===== config.mk =====
export PLATFORM = sky130hd
export DESIGN_NAME = subtitle_tag_stripper_unit
export DESIGN_NICKNAME = d
export VERILOG_FILES = /design/src/rtl/sts_pkg.sv /design/src/rtl/sts_ctrl.sv /design/src/rtl/sts_datapath.sv /design/src/rtl/subtitle_tag_stripper_unit.sv
export SDC_FILE = /design/constraint.sdc
export NUM_CORES = 1
export LEC_CHECK = 0
export BUFFER_PORTS_ARGS = -buffer_cell sky130_fd_sc_hd__buf_2
export CAP_MARGIN = 20
export CORE_MARGIN = 2
export CORE_UTILIZATION = 42
export DETAILED_ROUTE_END_ITERATION = 10
export PLACE_DENSITY = 0.63
export SYNTH_ARGS = -nofsm -noshare
export SYNTH_HDL_FRONTEND = slang
export SYNTH_SLANG_ARGS = --single-unit

===== constraint.sdc =====
create_clock -name i_clk -period 4.45 [get_ports i_clk]
set_input_delay 0.2225 -clock i_clk [delete_from_list [all_inputs] [get_ports i_clk]]
set_output_delay 0.2225 -clock i_clk [all_outputs]
set_load 0.005 [all_outputs]

===== src/rtl/sts_pkg.sv =====
package sts_pkg;

    localparam int BYTE_W    = 8;
    localparam int CAP_W     = 16;
    localparam int TAG_DEPTH = 62;
    localparam int TAG_W     = $clog2(TAG_DEPTH + 1);
    localparam int TAG_AW    = $clog2(TAG_DEPTH);

    localparam logic [CAP_W-1:0] CAP_RESET = 16'd511;

    localparam logic [BYTE_W-1:0] CH_LBRACE = 8'h7B;
    localparam logic [BYTE_W-1:0] CH_RBRACE = 8'h7D;
    localparam logic [BYTE_W-1:0] CH_BSLASH = 8'h5C;
    localparam logic [BYTE_W-1:0] CH_P      = 8'h70;
    localparam logic [BYTE_W-1:0] CH_UPN    = 8'h4E;
    localparam logic [BYTE_W-1:0] CH_LON    = 8'h6E;
    localparam logic [BYTE_W-1:0] CH_H      = 8'h68;
    localparam logic [BYTE_W-1:0] CH_ZERO   = 8'h30;
    localparam logic [BYTE_W-1:0] CH_NINE   = 8'h39;
    localparam logic [BYTE_W-1:0] CH_NL     = 8'h0A;
    localparam logic [BYTE_W-1:0] CH_SPACE  = 8'h20;

    // source of a word pushed towards the output
    typedef enum logic [1:0] {
        SRC_C1  = 2'd0,
        SRC_C2  = 2'd1,
        SRC_BS  = 2'd2,
        SRC_MEM = 2'd3
    } t_src;

    typedef struct packed {
        logic load;
        logic take;
        logic push;
        t_src src;
        logic rep_inc;
        logic flush;
    } t_cmd;

    typedef struct packed {
        logic c1_v;
        logic c2_v;
        logic last;
        logic end_bs;
        logic in_tag;
        logic rep_end;
        logic can_push;
        logic out_free;
    } t_stat;

endpackage


===== src/rtl/sts_ctrl.sv =====
module sts_ctrl (
    input  logic          i_clk,
    input  logic          i_rst_n,
    input  logic          i_s_valid,
    output logic          o_s_ready,
    input  sts_pkg::t_stat i_st,
    output sts_pkg::t_cmd  o_cmd
);

    typedef enum logic [2:0] {
        S_IDLE,
        S_TAKE,
        S_EMIT1,
        S_EMIT2,
        S_ENDBS,
        S_REP_RD,
        S_REP_PUSH,
        S_FLUSH
    } t_state;

    t_state r_state, n_state;
    logic   r_ready, n_ready;
    t_state w_after_emit;

    always_comb begin
        if (!i_st.last) begin
            w_after_emit = S_FLUSH;
        end else if (i_st.end_bs) begin
            w_after_emit = S_ENDBS;
        end else if (i_st.in_tag) begin
            w_after_emit = S_REP_RD;
        end else begin
            w_after_emit = S_FLUSH;
        end
    end

    always_comb begin
        n_state       = r_state;
        n_ready       = 1'b0;
        o_cmd         = '0;
        o_cmd.src     = sts_pkg::SRC_C1;
        case (r_state)
            S_IDLE: begin
                n_ready = 1'b1;
                if (i_s_valid && r_ready) begin
                    o_cmd.load = 1'b1;
                    n_state    = S_TAKE;
                    n_ready    = 1'b0;
                end
            end
            S_TAKE: begin
                o_cmd.take = 1'b1;
                n_state    = S_EMIT1;
            end
            S_EMIT1: begin
                o_cmd.src = sts_pkg::SRC_C1;
                if (!i_st.c1_v) begin
                    n_state = S_EMIT2;
                end else if (i_st.can_push) begin
                    o_cmd.push = 1'b1;
                    n_state    = S_EMIT2;
                end
            end
            S_EMIT2: begin
                o_cmd.src = sts_pkg::SRC_C2;
                if (!i_st.c2_v) begin
                    n_state = w_after_emit;
                end else if (i_st.can_push) begin
                    o_cmd.push = 1'b1;
                    n_state    = w_after_emit;
                end
            end
            S_ENDBS: begin
                o_cmd.src = sts_pkg::SRC_BS;
                if (i_st.can_push) begin
                    o_cmd.push = 1'b1;
                    n_state    = S_FLUSH;
                end
            end
            S_REP_RD: begin
                n_state = S_REP_PUSH;
            end
            S_REP_PUSH: begin
                o_cmd.src = sts_pkg::SRC_MEM;
                if (i_st.can_push) begin
                    o_cmd.push    = 1'b1;
                    o_cmd.rep_inc = 1'b1;
                    n_state       = i_st.rep_end ? S_FLUSH : S_REP_RD;
                end
            end
            S_FLUSH: begin
                if (i_st.out_free) begin
                    o_cmd.flush = 1'b1;
                    n_state     = S_IDLE;
                    n_ready     = 1'b1;
                end
            end
            default: begin
                n_state = S_IDLE;
            end
        endcase
    end

    always_ff @(posedge i_clk) begin
        if (!i_rst_n) begin
            r_state <= S_IDLE;
            r_ready <= 1'b0;
        end else begin
            r_state <= n_state;
            r_ready <= n_ready;
        end
    end

    assign o_s_ready = r_ready;

    a_push_room: assert property (@(posedge i_clk) disable iff (!i_rst_n)
        o_cmd.push |-> i_st.can_push)
        else $error("push issued with no room");

    a_flush_room: assert property (@(posedge i_clk) disable iff (!i_rst_n)
        o_cmd.flush |-> i_st.out_free)
        else $error("flush issued while output busy");

    a_load_take: assert property (@(posedge i_clk) disable iff (!i_rst_n)
        o_cmd.load |=> o_cmd.take)
        else $error("accepted word not parsed next cycle");

endmodule


===== src/rtl/sts_datapath.sv =====
module sts_datapath (
    input  logic                        i_clk,
    input  logic                        i_rst_n,
    input  sts_pkg::t_cmd               i_cmd,
    output sts_pkg::t_stat              o_st,
    input  logic [sts_pkg::BYTE_W-1:0]  i_in_byte,
    input  logic                        i_byte_valid,
    input  logic                        i_end_of_text,
    input  logic                        i_cfg_we,
    input  logic [sts_pkg::CAP_W-1:0]   i_cfg_data,
    output logic                        o_m_valid,
    input  logic                        i_m_ready,
    output logic [sts_pkg::BYTE_W-1:0]  o_out_byte,
    output logic                        o_out_valid,
    output logic                        o_out_last,
    output logic                        o_tag_truncated
);

    typedef enum logic [2:0] {
        M_NORMAL     = 3'd0,
        M_NORMAL_BS  = 3'd1,
        M_TAG        = 3'd2,
        M_TAG_BS     = 3'd3,
        M_TAG_DIGITS = 3'd4
    } t_mode;

    localparam int BW = sts_pkg::BYTE_W;
    localparam int TW = sts_pkg::TAG_W;
    localparam int AW = sts_pkg::TAG_AW;
    localparam int CW = sts_pkg::CAP_W;

    logic [BW-1:0] r_mem [sts_pkg::TAG_DEPTH];
    logic [BW-1:0] r_rd;

    // item and parse state
    logic [BW-1:0] r_byte;
    logic          r_bvalid, r_last;
    t_mode         r_mode, n_mode;
    logic          r_draw, n_draw;
    logic [TW-1:0] r_len, n_len;
    logic          r_ovf, n_ovf;
    logic [CW-1:0] r_count, r_cap;
    logic [AW-1:0] r_idx;
    logic          r_c1_v, n_c1_v, r_c2_v, n_c2_v;
    logic [BW-1:0] r_c1_b, n_c1_b;

    // pending result and output register
    logic          r_pend_vld;
    logic [BW-1:0] r_pend_byte;
    logic          r_o_valid, r_o_bvalid, r_o_last, r_o_trunc;
    logic [BW-1:0] r_o_byte;

    logic          w_we;
    logic [AW-1:0] w_addr;
    logic          w_plain, w_tagtxt, w_store;
    logic          w_in_tag, w_out_free, w_trunc, w_room;
    logic          w_o_load;
    logic [BW-1:0] w_push_byte;

    assign w_in_tag   = (r_mode == M_TAG) || (r_mode == M_TAG_BS) || (r_mode == M_TAG_DIGITS);
    assign w_out_free = !r_o_valid || i_m_ready;
    assign w_trunc    = r_last && w_in_tag && r_ovf;
    assign w_room     = r_count < r_cap;
    // load the output register only when a word goes out on it
    assign w_o_load   = (i_cmd.push && w_room && r_pend_vld) ||
                        (i_cmd.flush && (r_pend_vld || r_last));

    // one parse step on the held word
    always_comb begin
        n_mode   = r_mode;
        n_draw   = r_draw;
        n_len    = r_len;
        n_ovf    = r_ovf;
        n_c1_v   = 1'b0;
        n_c1_b   = sts_pkg::CH_BSLASH;
        n_c2_v   = 1'b0;
        w_we     = 1'b0;
        w_addr   = r_len[AW-1:0];
        w_plain  = 1'b0;
        w_tagtxt = 1'b0;
        w_store  = 1'b0;
        if (r_bvalid) begin
            case (r_mode)
                M_TAG: begin
                    w_store  = 1'b1;
                    w_tagtxt = 1'b1;
                end
                M_TAG_BS: begin
                    w_store = 1'b1;
                    if (r_byte == sts_pkg::CH_P) begin
                        n_draw = 1'b0;
                        n_mode = M_TAG_DIGITS;
                    end else begin
                        w_tagtxt = 1'b1;
                    end
                end
                M_TAG_DIGITS: begin
                    w_store = 1'b1;
                    if (r_byte >= sts_pkg::CH_ZERO && r_byte <= sts_pkg::CH_NINE) begin
                        if (r_byte != sts_pkg::CH_ZERO) begin
                            n_draw = 1'b1;
                        end
                    end else begin
                        w_tagtxt = 1'b1;
                    end
                end
                M_NORMAL_BS: begin
                    n_mode = M_NORMAL;
                    if (r_byte == sts_pkg::CH_UPN || r_byte == sts_pkg::CH_LON) begin
                        n_c1_v = 1'b1;
                        n_c1_b = sts_pkg::CH_NL;
                    end else if (r_byte == sts_pkg::CH_H) begin
                        n_c1_v = 1'b1;
                        n_c1_b = sts_pkg::CH_SPACE;
                    end else begin
                        n_c1_v  = !r_draw;
                        w_plain = 1'b1;
                    end
                end
                default: begin
                    w_plain = 1'b1;
                end
            endcase
        end
        if (w_tagtxt) begin
            if (r_byte == sts_pkg::CH_RBRACE) begin
                n_mode = M_NORMAL;
            end else if (r_byte == sts_pkg::CH_BSLASH) begin
                n_mode = M_TAG_BS;
            end else begin
                n_mode = M_TAG;
            end
        end
        if (w_plain) begin
            n_mode = M_NORMAL;
            if (r_byte == sts_pkg::CH_BSLASH) begin
                n_mode = M_NORMAL_BS;
            end else if (r_byte == sts_pkg::CH_LBRACE) begin
                // open a tag: restart the store with the brace
                n_mode = M_TAG;
                n_len  = TW'(1);
                n_ovf  = 1'b0;
                w_we   = 1'b1;
                w_addr = '0;
            end else begin
                n_c2_v = !r_draw;
            end
        end
        if (w_store) begin
            if (r_len < TW'(sts_pkg::TAG_DEPTH)) begin
                w_we  = 1'b1;
                n_len = r_len + TW'(1);
            end else begin
                n_ovf = 1'b1;
            end
        end
    end

    always_comb begin
        case (i_cmd.src)
            sts_pkg::SRC_C1:  w_push_byte = r_c1_b;
            sts_pkg::SRC_C2:  w_push_byte = r_byte;
            sts_pkg::SRC_BS:  w_push_byte = sts_pkg::CH_BSLASH;
            sts_pkg::SRC_MEM: w_push_byte = r_rd;
            default:          w_push_byte = r_byte;
        endcase
    end

    always_ff @(posedge i_clk) begin
        if (i_cmd.take && w_we) begin
            r_mem[w_addr] <= r_byte;
        end
        r_rd <= r_mem[r_idx];
    end

    always_ff @(posedge i_clk) begin
        if (i_cmd.load) begin
            r_byte   <= i_in_byte;
            r_bvalid <= i_byte_valid;
            r_last   <= i_end_of_text;
        end
        if (i_cmd.take) begin
            r_c1_v <= n_c1_v;
            r_c1_b <= n_c1_b;
            r_c2_v <= n_c2_v;
        end
        if (i_cmd.push && w_room) begin
            r_pend_byte <= w_push_byte;
        end
        if (w_o_load) begin
            r_o_byte   <= r_pend_vld ? r_pend_byte : '0;
            r_o_bvalid <= r_pend_vld;
            r_o_last   <= i_cmd.flush && r_last;
            r_o_trunc  <= w_trunc;
        end
    end

    always_ff @(posedge i_clk) begin
        if (!i_rst_n) begin
            r_mode     <= M_NORMAL;
            r_draw     <= 1'b0;
            r_len      <= '0;
            r_ovf      <= 1'b0;
            r_count    <= '0;
            r_cap      <= sts_pkg::CAP_RESET;
            r_idx      <= '0;
            r_pend_vld <= 1'b0;
            r_o_valid  <= 1'b0;
        end else begin
            if (i_cfg_we) begin
                r_cap <= i_cfg_data;
            end
            if (i_cmd.load) begin
                r_idx <= '0;
            end
            if (i_cmd.rep_inc) begin
                r_idx <= r_idx + AW'(1);
            end
            if (i_cmd.take) begin
                r_mode <= n_mode;
                r_draw <= n_draw;
                r_len  <= n_len;
                r_ovf  <= n_ovf;
            end
            // output register: refill from pending, else drain
            if (w_o_load) begin
                r_o_valid <= 1'b1;
            end else if (i_m_ready) begin
                r_o_valid <= 1'b0;
            end
            if (i_cmd.push && w_room) begin
                r_count    <= r_count + CW'(1);
                r_pend_vld <= 1'b1;
            end
            if (i_cmd.flush) begin
                r_pend_vld <= 1'b0;
                if (r_last) begin
                    r_mode  <= M_NORMAL;
                    r_draw  <= 1'b0;
                    r_len   <= '0;
                    r_ovf   <= 1'b0;
                    r_count <= '0;
                end
            end
        end
    end

    assign o_st.c1_v     = r_c1_v;
    assign o_st.c2_v     = r_c2_v;
    assign o_st.last     = r_last;
    assign o_st.end_bs   = (r_mode == M_NORMAL_BS) && !r_draw;
    assign o_st.in_tag   = w_in_tag;
    assign o_st.rep_end  = (TW'(r_idx) + TW'(1)) >= r_len;
    assign o_st.can_push = !r_pend_vld || w_out_free;
    assign o_st.out_free = w_out_free;

    assign o_m_valid       = r_o_valid;
    assign o_out_byte      = r_o_byte;
    assign o_out_valid     = r_o_bvalid;
    assign o_out_last      = r_o_last;
    assign o_tag_truncated = r_o_trunc;

    a_len_bound: assert property (@(posedge i_clk) disable iff (!i_rst_n)
        r_len <= TW'(sts_pkg::TAG_DEPTH))
        else $error("tag length beyond store");

    a_store_in_tag: assert property (@(posedge i_clk) disable iff (!i_rst_n)
        (i_cmd.take && w_we) |-> (w_in_tag || (r_byte == sts_pkg::CH_LBRACE)))
        else $error("tag store written outside a tag");

    a_load_empty: assert property (@(posedge i_clk) disable iff (!i_rst_n)
        i_cmd.load |-> !r_pend_vld)
        else $error("word accepted with a result still pending");

endmodule


===== src/rtl/subtitle_tag_stripper_unit.sv =====
// Each accepted word is parsed, emitted and flushed before the next word is taken;
//   an open tag at end of text replays each stored byte through the registered tag
//   store read port, in a read state followed by a push state for each byte.
// Input words are taken one at a time; output stalls hold the unit.
// Reset: synchronous, active low; parse state, counts and the capacity register
//   (back to 511) are cleared, tag store contents are left as they are.
module subtitle_tag_stripper_unit (
    input  logic                        i_clk,
    input  logic                        i_rst_n,
    // input word channel
    input  logic                        i_s_valid,
    output logic                        o_s_ready,
    input  logic [sts_pkg::BYTE_W-1:0]  i_in_byte,
    input  logic                        i_byte_valid,
    input  logic                        i_end_of_text,
    // result word channel
    output logic                        o_m_valid,
    input  logic                        i_m_ready,
    output logic [sts_pkg::BYTE_W-1:0]  o_out_byte,
    output logic                        o_out_valid,
    output logic                        o_out_last,
    output logic                        o_tag_truncated,
    // capacity register write
    input  logic                        i_cfg_we,
    input  logic [sts_pkg::CAP_W-1:0]   i_cfg_data
);

    // The controller walks each accepted word through parse, up to two escape
    // or text emissions, the end-of-text backslash or tag replay, and a flush.
    // The datapath keeps one result back in a pending register so that the
    // final result of a text can be marked last once nothing more follows;
    // an end word that yields nothing sends a bare end marker instead.
    sts_pkg::t_cmd  w_cmd;
    sts_pkg::t_stat w_st;

    sts_ctrl u_ctrl (
        .i_clk     (i_clk),
        .i_rst_n   (i_rst_n),
        .i_s_valid (i_s_valid),
        .o_s_ready (o_s_ready),
        .i_st      (w_st),
        .o_cmd     (w_cmd)
    );

    sts_datapath u_dp (
        .i_clk           (i_clk),
        .i_rst_n         (i_rst_n),
        .i_cmd           (w_cmd),
        .o_st            (w_st),
        .i_in_byte       (i_in_byte),
        .i_byte_valid    (i_byte_valid),
        .i_end_of_text   (i_end_of_text),
        .i_cfg_we        (i_cfg_we),
        .i_cfg_data      (i_cfg_data),
        .o_m_valid       (o_m_valid),
        .i_m_ready       (i_m_ready),
        .o_out_byte      (o_out_byte),
        .o_out_valid     (o_out_valid),
        .o_out_last      (o_out_last),
        .o_tag_truncated (o_tag_truncated)
    );

endmodule


==> results.cfg <==
[timing]
rsz0062_at_grt = no
min_period_ns = 3.62
setup_viol = 0
fmax_mhz = 276
fin_setup_tns_ns = 0
final-max-slew-violation-count = 0
finalCritPeriodShare_pct = 81.3
timing.final.hold_violations = 0
fin_skew_ns = 0.0248
tightestPinTransition_ns = 1.01
max_slew_margin_pct = 32.4

[cells_and_area]
synthToLayoutAreaGrowth_pct = 13.6
n_antenna_cell = 0
layout-drive-gt1-share_pct = 21.4
fillCellCount = 4726
num-nets-final = 1554

[setup_path]
critPathLaunchType = register
critPathBufInv = 1
critPathSlowestCell = dfxtp_1
required_ns = 4.69
critPathMaxFanout = 26
end_kind = register
path_delay_family = simple AND/OR/NAND/NOR gates
cp.arrival_ns = 3.86
path_cells = nand2_1, clkinv_1, nand3_2, nor2_1, nand3_1, nor2_1
worstSetupPathType = register to register
worst_path_largest_cell_delay_ns = 0.83
crit_top_cell = nor2_1

[clocking]
cts_root_buffer = clkbuf_16
clk_pin_slew_worst_paths_ns = 0.07
cts_tree = built
cts_buffers = 60
cts.htree.levels = 2
cts.sinks = 594
insertion_delay_ns = 0.63
cts.repair.resized = 0
cts.path.max_buffers = 3

[grt]
grt_antenna_before_repair = 0
grt_pass1_wl_um = 81600
grt_overflow = 0
grt_use_total_pct = 18.2
grt_max_degree = 70
grt_pass1_vias = 13100

[placement]
dp_hpwl_um = 32400
place.gp.congestion = 0.839
io_buffers = 43

[run]
maxCapViolations = 0

[logic_synthesis]
synth_cell_types = 69
synth_nets = 1460
ys_seq_area_share_pct = 71.2
synth-seq-cells = 594
ys_top_cells_by_area = edfxtp_1, mux4_2, dfxtp_1
syn_area_um2 = 24200
synth_ff_type = edfxtp_1
yosys_warnings = 0
synth_top_cell_by_area = edfxtp_1
synth_edf_count = 531
synthDominantCellAreaShare_pct = 66.0
syn_inst = 1405
async_flop_share_pct = 0
syn_area_per_cell_um2 = 17.2

[power_and_ir_drop]
power_leakage_nw = 8.65
ir_drop_mv = 0.328
powerDensity_nw_per_um2 = 432
finalPower_mw = 11.9

[min_path]
worstHoldPathType = input pin to register

[die]
ios = 44
start_util_pct = 42.7
dieHeight_um = 244
die_w_um = 244
rows = 87
core_area_um2 = 56600
dieArea_um2 = 59500

[status]
status = complete, no violations

[route]
viasPerCell = 5.71
drt-total-wl_um = 53400
via_count = 13200
dr.pass1.iters = 7
postRouteAntennaNets = 0
drc = 0
wire_per_inst_um = 23.1
drtIter0Drc = 1353
-- cells in the mapped netlist, types with 3 or more instances --
library cell / instances
edfxtp_1: 531
mux4_2: 128
nor2_1: 96
nand2_1: 64
dfxtp_1: 63
o21ai_0: 39
o22ai_1: 36
nand3_1: 34
clkbuf_1: 32
a21oi_1: 31
inv_1: 31
ha_1: 24
mux2i_1: 23
nor2b_1: 23
buf_2: 21
nand2b_1: 15
o211ai_1: 15
a211oi_1: 13
a31oi_1: 12
and2_1: 12
and3_1: 12
a22oi_1: 10
nor3_1: 10
buf_1: 9
or4_1: 9
nand4_1: 8
buf_4: 7
buf_6: 6
nor4_1: 6
o311ai_0: 6
a21o_1: 5
mux2_2: 5
nor3b_1: 5
or2_2: 5
or3_1: 5
o31ai_1: 4
a41oi_1: 3
and4_1: 3
o41ai_1: 3
-- worst paths after layout --
kind                          start                 to  slack (ns)  cells after the start
setup / recovery  u_ctrl.r_state[0]  u_dp.r_mem[27][5]        0.83                      6
hold / removal            i_s_valid   u_ctrl.o_s_ready        0.05                      3
setup reg to reg  u_ctrl.r_state[0]  u_dp.r_mem[27][5]        0.83                      6
hold reg to reg    u_dp.r_count[15]   u_dp.r_count[15]        0.49                      2
-- cell type report --
type	count	area [um2]	area share (%)
multi-input cells	702	6430	23.4
flip-flops and latches	594	17200	62.7
repair buffers	109	801	2.92
inverters	32	120	0.438
well taps	756	946	3.45
clock inverters	46	388	1.41
clock buffers	66	1550	5.63
-- registers in the layout (all words and copies together), names as in the netlist, 8 cells and up --
name	cells
u_dp.r_pend_byte	8
u_dp.r_byte	8
u_dp.r_cap	16
u_dp.o_out_byte	8
u_dp.r_mem	496
u_dp.r_rd	8
u_dp.r_count	16
-- power breakdown --
group	leakage (nW)	internal, mW	total, mW	switching (mW)
Sequential	5.29	6.27	6.35	0.0826
Combinational	2.41	0.160	0.578	0.419
Clock	0.951	2.80	4.92	2.12
-- placed cells by master, fill, tap and decap left out, types with 12 or more instances in the layout --
cell,count
a211oi_1,13
a21oi_1,31
a31oi_1,12
and2_1,12
and3_1,12
buf_2,43
buf_4,38
clkbuf_16,61
clkinv_1,13
clkinv_2,17
dfxtp_1,60
dlygate4sd3_1,26
edfxtp_1,531
ha_1,24
inv_1,31
mux2i_1,23
mux4_2,128
nand2_1,64
nand2b_1,15
nand3_1,34
nor2_1,96
nor2b_1,23
o211ai_1,15
o21ai_0,39
o22ai_1,36
-- routing by layer --
layer / share of wire [%] / global-route usage (%) / vias to the layer above / wire (um)
met5: 0 / 0 / - / 0
met4: 2.8 / 6.15 / 0 / 1510
met3: 6.0 / 2.54 / 94 / 3180
met2: 49 / 29.7 / 479 / 25900
met1: 43 / 25.2 / 6752 / 22700
li1: - / - / 5831 / -
-- worst min-delay path, cell delays in order --
cell and delay (ns):
buf_2 0.10, a2111oi_0 0.12, o21a_1 0.19
-- metrics by stage --
step | cell area [um2] | cells | util (%) | worst slack (ns) | hold WS [ns]
after global placement | 25200 | 2166 | 44.6 | 1.05 | 0.410
after global routing | 27400 | 2305 | 48.5 | 0.587 | 0.0774
after detailed placement | 25200 | 2166 | 44.6 | 0.877 | 0.404
final | 27400 | 2305 | 48.5 | 0.830 | 0.0516
after CTS | 27400 | 2304 | 48.5 | 0.808 | 0.0274
after floorplan | 24200 | 1405 | - | 1.58 | 0.321
-- cells by family (layout without fill, tap and decap cells) --
kind of cell	Yosys count	after routing	share of synthesized area, %
AOI/OAI and AO/OA	198	198	5.43
xor gates and xnor gates	4	4	0.145
adders and majority gates	24	24	1.24
buffers and inverters	109	253	2.23
DFF	594	594	71.2
muxes	156	156	13.1
and+or+nand+nor	320	320	6.65
-- timing repair --
action	CTS	global route
buffers inserted	0	0
setup endpoints to repair	0	0
hold buffers	26	0
endpoints found under the hold margin	26	0
Note: power is estimated with default switching activity, not from simulation.
